$ cat config.mk
export PLATFORM = sky130hd
export DESIGN_NAME = waveform_peak_binner_flat
export DESIGN_NICKNAME = d
export VERILOG_FILES = /design/src/rtl/wpb_pkg.sv /design/src/rtl/wpb_ifs.sv /design/src/rtl/wpb_div.sv /design/src/rtl/wpb_dp.sv /design/src/rtl/wpb_ctrl.sv /design/src/rtl/waveform_peak_binner.sv /design/src/flat_wrapper.sv
export SDC_FILE = /design/constraint.sdc
export NUM_CORES = 1
export LEC_CHECK = 0
export BUFFER_PORTS_ARGS = -buffer_cell sky130_fd_sc_hd__clkbuf_2
export CAP_MARGIN = 20
export CORE_ASPECT_RATIO = 1.75
export CORE_UTILIZATION = 45
export CTS_CLUSTER_DIAMETER = 150
export DETAILED_ROUTE_END_ITERATION = 12
export PLACE_DENSITY = 0.63
export SLEW_MARGIN = 20
export SYNTH_ARGS = -nofsm -noshare
export SYNTH_HDL_FRONTEND = slang
export SYNTH_SLANG_ARGS = --single-unit
$ cat constraint.sdc
create_clock -name clk -period 7.9 [get_ports clk]
set_clock_uncertainty 0.1 [all_clocks]
set_input_delay 0.395 -clock clk [delete_from_list [all_inputs] [get_ports clk]]
set_output_delay 0.395 -clock clk [all_outputs]
set_load 0.05 [all_outputs]
$ cat src/rtl/wpb_pkg.sv
// shared constants, register codes and control structs of the peak binner
// no dependencies
package wpb_pkg;

  localparam int TOTAL_W         = 32;
  localparam int BINCNT_W        = 13;
  localparam int BIN_W           = 12;
  localparam int CFG_W           = 32;
  localparam int CFG_IDX_W       = 2;
  localparam int MAX_BINS_DEF    = 4096;
  localparam int SAMPLE_BITS_DEF = 16;

  localparam logic [BINCNT_W-1:0]  BINCNT_RESET = 13'd256;

  // register indexes
  localparam logic [CFG_IDX_W-1:0] REG_TOTAL = 2'd0;
  localparam logic [CFG_IDX_W-1:0] REG_BINS  = 2'd1;

  // controller to datapath
  typedef struct packed {
    logic div_start;
    logic load;
    logic run_en;
  } wpb_cmd_t;

  // datapath to controller
  typedef struct packed {
    logic cfg_hit;
    logic div_done;
  } wpb_sts_t;

endpackage

$ cat src/rtl/wpb_ifs.sv
// valid/ready stream interfaces for samples in and peaks out
// depends on wpb_pkg
interface wpb_in_if #(
  parameter int SAMPLE_BITS = wpb_pkg::SAMPLE_BITS_DEF
);
  logic                          valid;
  logic                          ready;
  logic signed [SAMPLE_BITS-1:0] sample;

  modport source (output valid, output sample, input ready);
  modport sink   (input valid, input sample, output ready);
endinterface

interface wpb_out_if #(
  parameter int SAMPLE_BITS = wpb_pkg::SAMPLE_BITS_DEF
);
  logic                         valid;
  logic                         ready;
  logic [SAMPLE_BITS-2:0]       peak;
  logic [wpb_pkg::BIN_W-1:0]    bin_index;
  logic                         last_bin;

  modport source (output valid, output peak, output bin_index, output last_bin, input ready);
  modport sink   (input valid, input peak, input bin_index, input last_bin, output ready);
endinterface

$ cat src/rtl/wpb_div.sv
// restoring divider, one quotient bit per cycle, total by bin count
// depends on wpb_pkg
module wpb_div (
  input  logic                           clk,
  input  logic                           rst_n,
  input  logic                           start,
  input  logic [wpb_pkg::TOTAL_W-1:0]    dividend,
  input  logic [wpb_pkg::BINCNT_W-1:0]   divisor,
  output logic                           done,
  output logic [wpb_pkg::TOTAL_W-1:0]    quot,
  output logic [wpb_pkg::BINCNT_W-1:0]   rem
);

  localparam int CNT_W = $clog2(wpb_pkg::TOTAL_W);

  logic                          busy_r;
  logic                          done_r;
  logic [CNT_W-1:0]              cnt_r;
  logic [wpb_pkg::TOTAL_W-1:0]   dvd_r;
  logic [wpb_pkg::BINCNT_W-1:0]  rem_r;
  logic [wpb_pkg::BINCNT_W-1:0]  dsr_r;

  logic [wpb_pkg::BINCNT_W:0]    trial;
  logic [wpb_pkg::BINCNT_W:0]    diff;
  logic                          ge;

  always_comb begin
    trial = {rem_r, dvd_r[wpb_pkg::TOTAL_W-1]};
    diff  = trial - {1'b0, dsr_r};
    ge    = (trial >= {1'b0, dsr_r});
  end

  always_ff @(posedge clk) begin
    if (!rst_n) begin
      busy_r <= 1'b0;
      done_r <= 1'b0;
      cnt_r  <= '0;
    end else begin
      done_r <= 1'b0;
      if (start) begin
        busy_r <= 1'b1;
        cnt_r  <= '0;
      end else if (busy_r) begin
        cnt_r <= cnt_r + 1'b1;
        if (cnt_r == CNT_W'(wpb_pkg::TOTAL_W - 1)) begin
          busy_r <= 1'b0;
          done_r <= 1'b1;
        end
      end
    end
  end

  // payload, no reset
  always_ff @(posedge clk) begin
    if (start) begin
      dvd_r <= dividend;
      rem_r <= '0;
      dsr_r <= divisor;
    end else if (busy_r) begin
      rem_r <= ge ? diff[wpb_pkg::BINCNT_W-1:0] : trial[wpb_pkg::BINCNT_W-1:0];
      dvd_r <= {dvd_r[wpb_pkg::TOTAL_W-2:0], ge};
    end
  end

  assign done = done_r;
  assign quot = dvd_r;
  assign rem  = rem_r;

endmodule

$ cat src/rtl/wpb_dp.sv
// datapath: config registers, divider, bin boundary tracking, peak and output register
// depends on wpb_pkg and wpb_div
module wpb_dp #(
  parameter int MAX_BINS    = wpb_pkg::MAX_BINS_DEF,
  parameter int SAMPLE_BITS = wpb_pkg::SAMPLE_BITS_DEF
) (
  input  logic                            clk,
  input  logic                            rst_n,
  input  wpb_pkg::wpb_cmd_t               cmd,
  output wpb_pkg::wpb_sts_t               sts,
  input  logic                            cfg_we,
  input  logic [wpb_pkg::CFG_IDX_W-1:0]   cfg_index,
  input  logic [wpb_pkg::CFG_W-1:0]       cfg_data,
  input  logic                            in_valid,
  output logic                            in_ready,
  input  logic signed [SAMPLE_BITS-1:0]   in_sample,
  output logic                            out_valid,
  input  logic                            out_ready,
  output logic [SAMPLE_BITS-2:0]          out_peak,
  output logic [wpb_pkg::BIN_W-1:0]       out_bin_index,
  output logic                            out_last_bin
);

  localparam int PEAK_W = SAMPLE_BITS - 1;
  localparam int TW     = wpb_pkg::TOTAL_W;
  localparam int CW     = wpb_pkg::BINCNT_W;
  localparam int BW     = wpb_pkg::BIN_W;

  // config registers
  logic [TW-1:0]     total_r;
  logic [CW-1:0]     bincnt_r;
  logic              cfg_hit;

  // effective bin count
  logic [CW-1:0]     bins_sat;
  logic [CW-1:0]     eff;
  logic [CW-1:0]     eff_r;

  // divider results
  logic              div_done;
  logic [TW-1:0]     quot;
  logic [CW-1:0]     rem;

  // binning state
  logic [TW-1:0]     cnt_r,  cnt_nxt;
  logic [BW-1:0]     bin_r,  bin_nxt;
  logic [TW-1:0]     end_r,  end_nxt;
  logic [CW-1:0]     acc_r,  acc_nxt;
  logic [PEAK_W-1:0] peak_r, peak_nxt;

  // output register
  logic              ov_r,   ov_nxt;
  logic [PEAK_W-1:0] opeak_r;
  logic [BW-1:0]     obin_r;
  logic              olast_r;

  logic              fire;
  logic [SAMPLE_BITS-1:0] neg_s;
  logic [PEAK_W-1:0] mag;
  logic [PEAK_W-1:0] peak_new;
  logic [TW:0]       taken;
  logic              hit;
  logic              last;
  logic [CW:0]       acc_sum;
  logic              carry;

  assign cfg_hit = cfg_we && (cfg_index == wpb_pkg::REG_TOTAL || cfg_index == wpb_pkg::REG_BINS);
  assign sts.cfg_hit  = cfg_hit;
  assign sts.div_done = div_done;

  always_comb begin
    if (32'(bincnt_r) > 32'(MAX_BINS)) bins_sat = CW'(MAX_BINS);
    else                               bins_sat = bincnt_r;
    if (TW'(bins_sat) > total_r) eff = total_r[CW-1:0];
    else                         eff = bins_sat;
  end

  wpb_div u_div (
    .clk      (clk),
    .rst_n    (rst_n),
    .start    (cmd.div_start),
    .dividend (total_r),
    .divisor  (eff),
    .done     (div_done),
    .quot     (quot),
    .rem      (rem)
  );

  always_ff @(posedge clk) begin
    if (!rst_n) begin
      total_r  <= '0;
      bincnt_r <= wpb_pkg::BINCNT_RESET;
    end else if (cfg_we) begin
      unique case (cfg_index)
        wpb_pkg::REG_TOTAL: total_r  <= cfg_data[TW-1:0];
        wpb_pkg::REG_BINS:  bincnt_r <= cfg_data[CW-1:0];
        default: ;
      endcase
    end
  end

  // input taken when running and the output slot is free or draining
  assign in_ready = cmd.run_en && (!ov_r || out_ready);
  assign fire     = in_valid && in_ready;

  // saturating magnitude
  always_comb begin
    neg_s = SAMPLE_BITS'(~in_sample) + 1'b1;
    if (!in_sample[SAMPLE_BITS-1]) mag = in_sample[PEAK_W-1:0];
    else if (neg_s[SAMPLE_BITS-1]) mag = '1;
    else                           mag = neg_s[PEAK_W-1:0];
    peak_new = (mag > peak_r) ? mag : peak_r;
  end

  always_comb begin
    taken   = {1'b0, cnt_r} + 1'b1;
    hit     = (taken >= {1'b0, end_r});
    last    = ((CW'(bin_r) + 1'b1) >= eff_r);
    acc_sum = {1'b0, acc_r} + {1'b0, rem};
    carry   = (acc_sum >= {1'b0, eff_r});

    cnt_nxt  = cnt_r;
    bin_nxt  = bin_r;
    end_nxt  = end_r;
    acc_nxt  = acc_r;
    peak_nxt = peak_r;
    ov_nxt   = ov_r && !out_ready;

    if (cfg_hit) begin
      cnt_nxt  = '0;
      bin_nxt  = '0;
      peak_nxt = '0;
    end else if (cmd.load) begin
      end_nxt = quot;
      acc_nxt = rem;
    end else if (fire && eff_r != '0) begin
      cnt_nxt = taken[TW-1:0];
      if (!hit) begin
        peak_nxt = peak_new;
      end else begin
        ov_nxt   = 1'b1;
        peak_nxt = '0;
        if (last) begin
          cnt_nxt = '0;
          bin_nxt = '0;
          end_nxt = quot;
          acc_nxt = rem;
        end else begin
          bin_nxt = bin_r + 1'b1;
          if (bin_r == '1) begin
            // bin number wraps: boundary restarts from the first bin
            end_nxt = quot;
            acc_nxt = rem;
          end else if (carry) begin
            end_nxt = end_r + quot + 1'b1;
            acc_nxt = CW'(acc_sum - {1'b0, eff_r});
          end else begin
            end_nxt = end_r + quot;
            acc_nxt = acc_sum[CW-1:0];
          end
        end
      end
    end
  end

  always_ff @(posedge clk) begin
    if (!rst_n) begin
      cnt_r  <= '0;
      bin_r  <= '0;
      peak_r <= '0;
      eff_r  <= '0;
      ov_r   <= 1'b0;
    end else begin
      cnt_r  <= cnt_nxt;
      bin_r  <= bin_nxt;
      peak_r <= peak_nxt;
      ov_r   <= ov_nxt;
      if (cmd.div_start) eff_r <= eff;
    end
  end

  // payload
  always_ff @(posedge clk) begin
    end_r <= end_nxt;
    acc_r <= acc_nxt;
    if (fire && hit && eff_r != '0 && !cfg_hit && !cmd.load) begin
      opeak_r <= peak_new;
      obin_r  <= bin_r;
      olast_r <= last;
    end
  end

  assign out_valid     = ov_r;
  assign out_peak      = opeak_r;
  assign out_bin_index = obin_r;
  assign out_last_bin  = olast_r;

endmodule

$ cat src/rtl/wpb_ctrl.sv
// controller: sequences the boundary division after each register write
// depends on wpb_pkg
module wpb_ctrl (
  input  logic               clk,
  input  logic               rst_n,
  input  wpb_pkg::wpb_sts_t  sts,
  output wpb_pkg::wpb_cmd_t  cmd
);

  typedef enum logic [1:0] {
    ST_RUN,
    ST_START,
    ST_DIV,
    ST_LOAD
  } state_t;

  state_t            state_r, state_nxt;
  wpb_pkg::wpb_cmd_t cmd_r;

  always_comb begin
    state_nxt = state_r;
    if (sts.cfg_hit) begin
      state_nxt = ST_START;
    end else begin
      unique case (state_r)
        ST_RUN:   state_nxt = ST_RUN;
        ST_START: state_nxt = ST_DIV;
        ST_DIV:   if (sts.div_done) state_nxt = ST_LOAD;
        ST_LOAD:  state_nxt = ST_RUN;
        default:  state_nxt = ST_RUN;
      endcase
    end
  end

  always_ff @(posedge clk) begin
    if (!rst_n) begin
      state_r      <= ST_RUN;
      cmd_r.div_start <= 1'b0;
      cmd_r.load      <= 1'b0;
      cmd_r.run_en    <= 1'b1;
    end else begin
      state_r         <= state_nxt;
      cmd_r.div_start <= (state_nxt == ST_START);
      cmd_r.load      <= (state_nxt == ST_LOAD);
      cmd_r.run_en    <= (state_nxt == ST_RUN);
    end
  end

  assign cmd = cmd_r;

endmodule

$ cat src/rtl/waveform_peak_binner.sv
// top level of the waveform peak binner: controller plus datapath
// depends on wpb_pkg, wpb_ifs, wpb_ctrl, wpb_dp (and wpb_div below it)
//
// channel   | dir | handshake      | beat payload
// ----------+-----+----------------+----------------------------------
// in_ch     | in  | valid / ready  | sample (signed, SAMPLE_BITS)
// out_ch    | out | valid / ready  | peak, bin_index, last_bin
// cfg_*     | in  | cfg_we only    | cfg_index, cfg_data (32 bits)
//
// one sample beat per cycle while running; a bin closes on the beat that
// takes its final sample, and its peak is valid on out_ch from the next cycle
// each register write rearms the channel and reruns the restoring divider
// (total by bin count, one bit a cycle): in_ch.ready is low until boundaries load
// synchronous active-low reset: total 0, bin count 256, no bins, ready high
// otherwise in_ch.ready drops only while a result beat waits with out_ch.ready low
module waveform_peak_binner #(
  parameter int MAX_BINS    = wpb_pkg::MAX_BINS_DEF,
  parameter int SAMPLE_BITS = wpb_pkg::SAMPLE_BITS_DEF
) (
  input  logic                           clk,
  input  logic                           rst_n,
  wpb_in_if.sink                         in_ch,
  wpb_out_if.source                      out_ch,
  input  logic                           cfg_we,
  input  logic [wpb_pkg::CFG_IDX_W-1:0]  cfg_index,
  input  logic [wpb_pkg::CFG_W-1:0]      cfg_data
);

  // command and status between the two halves
  wpb_pkg::wpb_cmd_t cmd;
  wpb_pkg::wpb_sts_t sts;

  // sequencing: run, then divide after a register write, then load boundaries
  wpb_ctrl u_ctrl (
    .clk   (clk),
    .rst_n (rst_n),
    .sts   (sts),
    .cmd   (cmd)
  );

  // counters, boundary accumulator, running peak and the output register
  wpb_dp #(
    .MAX_BINS    (MAX_BINS),
    .SAMPLE_BITS (SAMPLE_BITS)
  ) u_dp (
    .clk           (clk),
    .rst_n         (rst_n),
    .cmd           (cmd),
    .sts           (sts),
    .cfg_we        (cfg_we),
    .cfg_index     (cfg_index),
    .cfg_data      (cfg_data),
    .in_valid      (in_ch.valid),
    .in_ready      (in_ch.ready),
    .in_sample     (in_ch.sample),
    .out_valid     (out_ch.valid),
    .out_ready     (out_ch.ready),
    .out_peak      (out_ch.peak),
    .out_bin_index (out_ch.bin_index),
    .out_last_bin  (out_ch.last_bin)
  );

endmodule

$ cat src/flat_wrapper.sv
// flat-port wrapper written by rule: the top's interface ports become plain ports
module waveform_peak_binner_flat 
#(
  parameter int MAX_BINS    = wpb_pkg::MAX_BINS_DEF,
  parameter int SAMPLE_BITS = wpb_pkg::SAMPLE_BITS_DEF
)
  (clk, rst_n, cfg_we, cfg_index, cfg_data, in_ch_valid, in_ch_sample, in_ch_ready, out_ch_valid, out_ch_peak, out_ch_bin_index, out_ch_last_bin, out_ch_ready);
  wpb_in_if #(.SAMPLE_BITS(SAMPLE_BITS)) in_ch_i ();
  wpb_out_if #(.SAMPLE_BITS(SAMPLE_BITS)) out_ch_i ();
  input  logic clk;
  input  logic rst_n;
  input  logic cfg_we;
  input  logic [wpb_pkg::CFG_IDX_W-1:0] cfg_index;
  input  logic [wpb_pkg::CFG_W-1:0] cfg_data;
  input wire logic [$bits(in_ch_i.valid)-1:0] in_ch_valid;
  input wire logic [$bits(in_ch_i.sample)-1:0] in_ch_sample;
  output wire logic [$bits(in_ch_i.ready)-1:0] in_ch_ready;
  output wire logic [$bits(out_ch_i.valid)-1:0] out_ch_valid;
  output wire logic [$bits(out_ch_i.peak)-1:0] out_ch_peak;
  output wire logic [$bits(out_ch_i.bin_index)-1:0] out_ch_bin_index;
  output wire logic [$bits(out_ch_i.last_bin)-1:0] out_ch_last_bin;
  input wire logic [$bits(out_ch_i.ready)-1:0] out_ch_ready;
  assign in_ch_i.valid = in_ch_valid;
  assign in_ch_i.sample = in_ch_sample;
  assign in_ch_ready = in_ch_i.ready;
  assign out_ch_valid = out_ch_i.valid;
  assign out_ch_peak = out_ch_i.peak;
  assign out_ch_bin_index = out_ch_i.bin_index;
  assign out_ch_last_bin = out_ch_i.last_bin;
  assign out_ch_i.ready = out_ch_ready;
  waveform_peak_binner #(.MAX_BINS(MAX_BINS), .SAMPLE_BITS(SAMPLE_BITS)) u_core (.clk(clk), .rst_n(rst_n), .in_ch(in_ch_i), .out_ch(out_ch_i), .cfg_we(cfg_we), .cfg_index(cfg_index), .cfg_data(cfg_data));
endmodule
After elaboration in Yosys (flattened, before gate mapping)
Cells that the tools add are included.
{"block": "op_classes", "add_sub_neg": 10, "multipliers": 0, "div": 0, "n_lt_le_gt_ge": 7, "eq_ne": 8, "shift": 0, "muxes": 35, "bitwise_logic": 5, "reduce_logical": 31}
{"op": "32-bit two-way mux", "count": 10}
{"op": "13-bit two-way mux", "count": 9}
{"op": "15-bit two-way mux", "count": 4}
{"op": "32-bit by 1-bit adder with 33-bit output, second input constant", "count": 1}
{"op": "33-bit by 32-bit greater-or-equal comparator with 1-bit output", "count": 1}
{"op": "32-bit by 1-bit adder with 32-bit output, second input constant", "count": 1}
{"op": "32-bit adder", "count": 1}
{"op": "13-bit by 32-bit greater-than comparator with 1-bit output", "count": 1}
{"op": "14-bit by 13-bit greater-or-equal comparator with 1-bit output", "count": 2}
{"op": "13-bit subtractor", "count": 2}
{"op": "16-bit by 1-bit adder with 16-bit output, second input constant", "count": 1}
{"op": "16-bit inverter", "count": 1}
{"op": "15-bit greater-than comparator", "count": 1}
{"op": "13-bit by 13-bit adder with 14-bit output", "count": 1}
{"op": "12-bit by 1-bit adder with 13-bit output, second input constant", "count": 1}
{"op": "13-bit greater-or-equal comparator", "count": 1}
{"op": "13-bit greater-than comparator, second input constant", "count": 1}
{"op": "13-bit nonzero test", "count": 1}
{"op": "12-bit by 1-bit adder with 12-bit output, second input constant", "count": 1}
{"op": "12-bit equality test, second input constant", "count": 1}
{"op": "12-bit two-way mux", "count": 1}
{"op": "1-bit logical AND", "count": 9}
{"op": "1-bit two-way mux", "count": 8}
{"op": "2-bit by 1-bit equality test with 1-bit output, second input constant", "count": 3}
{"op": "other kinds (14)", "count": 33}
{"block": "totals", "register_bits": 261, "latch_bits": 0, "mem_bits_rw": 0, "rom_bits": 0, "input_bits": 55, "memories": 0}

Logic depth before layout (Yosys ltp)
{"block": "depth", "depth_word": 8, "ltp_mapped": 21}

Hierarchy
Synthesis repeated with hierarchy kept, for this count alone.
{"block": "hier_totals", "hier_cells": 1948, "area_unflattened_um2": 17670.7}
{"mod": "wpb_dp", "instances": 1, "cells_each": 1675, "area_each_um2": 14219.9, "seq_area_each_um2": 4554.4}
{"mod": "wpb_div", "instances": 1, "cells_each": 258, "area_each_um2": 3271.9, "seq_area_each_um2": 1751.7}
{"mod": "wpb_ctrl", "instances": 1, "cells_each": 15, "area_each_um2": 178.9, "seq_area_each_um2": 100.1}

Worst setup path before layout
OpenSTA, ideal clock, no wires.
{"block": "synth_path", "path_type": "register -> register", "start": "register u_core.u_dp.cnt_r[2]", "end": "register u_core.u_dp.acc_r[0] (enable)", "setup_ns": 0.463, "arrival_time_ns": 5.769, "setup_slack_ns": 1.568, "path_stages_with_launch": 21, "synth_period_minus_slack_ns": 6.332, "path_cell_list": "dfxtp_1 and3_1 nand3_1 nor2_1 nand2_1 or2_2 clkbuf_1 nor2b_1 xor2_1 ha_1 nand4_1 nor4_1 a31oi_1 nand2_1 a21o_1 a21oi_1 o221a_2 and2_1 clkbuf_1 nand2b_1 a21oi_1"}
{"block": "synth_between", "elab_chain_len": 4}
{"element": "from (decl)", "line": "wpb_dp.sv:45", "source": "logic [TW-1:0] cnt_r, cnt_nxt;"}
{"element": "from (signal assigned)", "line": "wpb_dp.sv:174", "source": "cnt_r <= cnt_nxt;"}
{"element": "32-bit by 1-bit adder with 33-bit output", "line": "wpb_dp.sv:116", "source": "taken = {1'b0, cnt_r} + 1'b1;"}
{"element": "33-bit by 32-bit greater-or-equal comparator with 1-bit output", "line": "wpb_dp.sv:117", "source": "hit = (taken >= {1'b0, end_r});"}
{"element": "2-bit nonzero test (no source line)"}
{"element": "3-bit AND reduction (no source line)"}
{"element": "to (signal assigned)", "line": "wpb_dp.sv:185", "source": "acc_r <= acc_nxt;"}
{"element": "to (decl)", "line": "wpb_dp.sv:48", "source": "logic [CW-1:0] acc_r, acc_nxt;"}
No other way between the ends.
A chain may end at the register's enable or synchronous reset.

Final worst setup path
{"block": "layout_path", "start": "register u_core.u_dp.u_div.rem_r (netlist bit u_core.u_dp.u_div.rem[0])", "end": "register u_core.u_dp.end_r[21], data pin"}
{"block": "layout_between", "elab_chain_len": 8}
{"element": "from (decl)", "line": "wpb_div.sv:20", "source": "logic [wpb_pkg::BINCNT_W-1:0] rem_r;"}
{"element": "from (signal assigned)", "line": "wpb_div.sv:60", "source": "rem_r <= ge ? diff[wpb_pkg::BINCNT_W-1:0] : trial[wpb_pkg::BINCNT_W-1:0];"}
{"element": "13-bit by 13-bit adder with 14-bit output", "line": "wpb_dp.sv:119", "source": "acc_sum = {1'b0, acc_r} + {1'b0, rem};"}
{"element": "14-bit by 13-bit greater-or-equal comparator with 1-bit output", "line": "wpb_dp.sv:120", "source": "carry = (acc_sum >= {1'b0, eff_r});"}
{"element": "32-bit two-way mux", "line": "wpb_dp.sv:154", "source": "end else if (carry) begin"}
{"element": "32-bit two-way mux", "line": "wpb_dp.sv:150", "source": "if (bin_r == '1) begin"}
{"element": "32-bit two-way mux", "line": "wpb_dp.sv:143", "source": "if (last) begin"}
{"element": "32-bit two-way mux", "line": "wpb_dp.sv:138", "source": "if (!hit) begin"}
{"element": "32-bit two-way mux", "line": "wpb_dp.sv:136", "source": "end else if (fire && eff_r != '0) begin"}
{"element": "32-bit two-way mux", "line": "wpb_dp.sv:133", "source": "end else if (cmd.load) begin"}
{"element": "to (signal assigned)", "line": "wpb_dp.sv:184", "source": "end_r <= end_nxt;"}
{"element": "to (decl)", "line": "wpb_dp.sv:47", "source": "logic [TW-1:0] end_r, end_nxt;"}
No other way between the ends. The select of a mux whose other input is x is not followed.

==> summary.md <==
| Metric | Value |
|---|---|
| Outcome | finished, final reports clean |
| PwrDens | 227 nW/um2 |
| Post-DP HPWL | 33400 um |
| Setup WS post-layout | 2280 ps |
| Cts bufs inserted | 26 |
| Leakage | 8.03 nW |
| Post-Layout Cell Count | 2532 |
| Sw Ratio | 34.5% |
| Crit Path Category | reg -> reg |
| RR Endpoint | u_core.u_dp.end_r[21] |
| Fin util | 51.1% |
| WL per Instance | 17.1 um |
| Max Cap Viol | 0 |
| Internal | 2.93 mW |
| Final Net Count | 2235 |
| Crit path time final | 5620 ps |
| Worst Path Required | 8100 ps |
| Hold Fails Final Rpt | 0 |
| Seq/Total Area, Yosys | 36.3% |
| Post-place setup slack | 1620 ps |
| Slew HR | 28.1% |
| Max Clock Freq | 0.178 GHz |
| Number of placed instances, taps included | 2451 |
| CTS tree | yes |
| Initial core utilization | 45.9% |
| Ys flop type | dfxtp_1 |
| Critical Path Source | u_core.u_dp.u_div.rem[0] |
| Drt pass-1 iters | 4 |
| Die width | 152 um |
| Root Buffer | clkbuf_16 |
| Setup crit end kind | register |
| Final period utilization | 71.2% |
| Row count | 95 |
| # IOs | 85 |
| Post-Synthesis Cells | 1946 |
| Vias after detailed routing | 14300 |
| First-pass GRT wire length | 70400 um |
| Setup TNS | 0 ps |
| RSZ-0062 raised after global routing | no |
| Critical R2R Launch | u_core.u_dp.u_div.rem[0] |
| Hold WS | 10.6 ps |
| Share of layout cells above drive strength 1 | 12.7% |
| Library cells used by synthesis | 93 |
| Yosys top cell area share | 20.1% |
| Pwr Total | 4.48 mW |
| Switch Pwr | 1.54 mW |
| Max VDD drop | 0.000167 V |
| Post-Syn Nets | 2155 |
| Commonest cells after routing, fill and taps aside | 236 x nand2_1, 150 x ha_1, 142 x dfxtp_1 |
| Mean post-synth cell area | 9.08 um2 |
| Synthesized cell area | 17700 um2 |
| Clk pwr share | 27.8% |
| CTS sink count | 261 |
| Antenna violations before repair | 0 |
| Reg2reg path depth | 22 |
| Synthesis-to-finish area growth | 11.5% |
| Core Area | 38500 um2 |
| Die Ht | 264 um |
| Final RePlAce weighted congestion | 0.916 |
| Design area | 19700 um2 |
| Via/cell ratio | 5.66 |
| Vias in the first global route | 14200 |
| Final Slew Violations | 0 |
| Drt drc | 0 |
| Combinational share of power | 36.7% |
| Class of the worst hold path | in -> reg |
| Final WL | 43200 um |
| Pin count of the biggest net entering global routing | 75 |
| Syn. warnings | 0 |
| Synth top area cells | edfxtp_1 20%, dfxtp_1 16%, ha_1 11% |
| Dpl cell area | 18500 um2 |
| Routed Antenna Nets | 0 |
| #FFs+latches synth | 261 |
| Seq pwr share | 35.6% |
| CP Capture Point | u_core.u_dp.end_r[21] |
| CP arrival | 5820 ps |
| Crit Path Max Fanout | 12 |
| Post-CTS Setup Bufs | 0 |
| All-Layer GR Usage | 21.8% |
| Initial DRC Count | 599 |
| Worst reg2reg setup slack | 2280 ps |
| Number of synthesized flops with an enable pin | 118 |
| Area leader, netlist | edfxtp_1 |
| Worst-skew pair later-pin latency | 550 ps |
| Least-Margin Pin Slew | 1080 ps |
| Grt ovf | 0 |
| Commonest non-fill, non-tap cell in the layout | nand2_1 |
| Port Buf Inserts | 84 |
| Async set or reset register ratio after synthesis | 0% |
| Final setup violating endpoints | 0 |
| H-tree depth | 1 |
| Clk pin slew, worst setup/hold paths | 70 ps |
| CTS max path bufs | 3 |
| Die area | 40100 um2 |
| Setup crit start kind | register |
synth_stat cells, types with 20 or more instances:
cell and instances:
inv_1 132, dfxtp_1 143, nand4_1 40, a21oi_1 103
nor2_1 108, nor2b_1 26, o21a_1 24, and2_1 21
nor3_1 21, a21o_1 33, o21ai_0 111, edfxtp_1 118
ha_1 150, mux2i_1 20, nand3_1 52, xnor2_1 65
a22o_1 27, nand2_1 236, and3_1 25, xor2_1 59
a21boi_0 55, mux2_2 61, clkbuf_1 62, a211oi_1 25
logic make-up (layout without fill, tap and decap cells):
family,after synthesis,in the layout,synth area share (%)
buffers and inverters,210,310,4.87
XOR/XNOR,125,125,6.24
flip-flops,261,261,36.3
adder cells (fa/ha/maj),154,154,11.1
other,0,1,0
AND/OR/NAND/NOR,613,613,17.1
AO/OA/AOI/OAI,502,502,19.4
multiplexers,81,81,5.02
layer usage:
layer / GRT usage [%] / vias up / share of wire (%)
li1: - / 7188 / -
met1: 25.2 / 6729 / 41
met2: 40.2 / 319 / 51
met3: 1.85 / 87 / 3.5
met4: 9.07 / 0 / 3.9
met5: 0 / - / 0
repair_timing:
action,in CTS,in global routing
hold endpoints to repair,43,0
hold buffers,30,0
gates resized for setup,0,0
critical path, cell delays in order (launching register included):
cell	delay, ps
dfxtp_1	370
ha_1	260
fa_1	410
a21o_1	190
a21oi_1	220
o21bai_1	90
a21oi_1	250
o21bai_1	130
a41o_1	290
a21boi_0	250
xnor2_1	140
ha_1	350
nand3_1	80
nor2_1	110
o21ai_0	140
nand2_1	130
a311o_1	120
buf_4	210
nand4_1	280
nor2_1	580
nand3_1	170
xnor2_1	190
mux2_2	290
registers in the layout, indices dropped and copies added (netlist names), 15 cells and up:
register / count
u_core.u_dp.cnt_r: 32
u_core.u_dp.end_r: 32
u_core.u_dp.total_r: 32
u_core.u_dp.u_div.quot: 32
u_core.u_dp.out_peak: 15
u_core.u_dp.peak_r: 15
power groups by stage:
stage,clock network (mW),logic (mW),registers [mW]
5_1_grt,1.32,1.84,1.60
3_5_place_dp,0,1.62,1.62
4_1_cts,1.28,1.65,1.59
3_3_place_gp,0,1.59,1.62
2_1_floorplan,0,1.28,1.59
6_report,1.24,1.64,1.59
area by class of cell:
type / count / area (um2)
well taps: 485 / 607
repair buffers: 130 / 881
multi-input cells: 1475 / 10500
clock buffers: 36 / 731
fillers: 3665 / 18800
clock inverters: 12 / 114
flip-flops and latches: 261 / 6410
inverters: 132 / 495
diodes: 1 / 2.50
worst min-delay path by stage:
stage / startpoint / end / slack (ps) / depth (start not counted)
after floorplan: u_core.u_dp.bincnt_r[8] / u_core.u_dp.bincnt_r[8] / 330 / 2
after global placement: u_core.u_dp.bincnt_r[8] / u_core.u_dp.bincnt_r[8] / 350 / 2
after detailed placement: u_core.u_dp.bincnt_r[3] / u_core.u_dp.bincnt_r[3] / 360 / 2
after CTS: cfg_data[27] / u_core.u_dp.total_r[27] / 4 / 3
after global routing: cfg_data[27] / u_core.u_dp.total_r[27] / 20 / 3
final: cfg_data[27] / u_core.u_dp.total_r[27] / 10 / 3
Note: power is estimated with default switching activity, not from simulation.
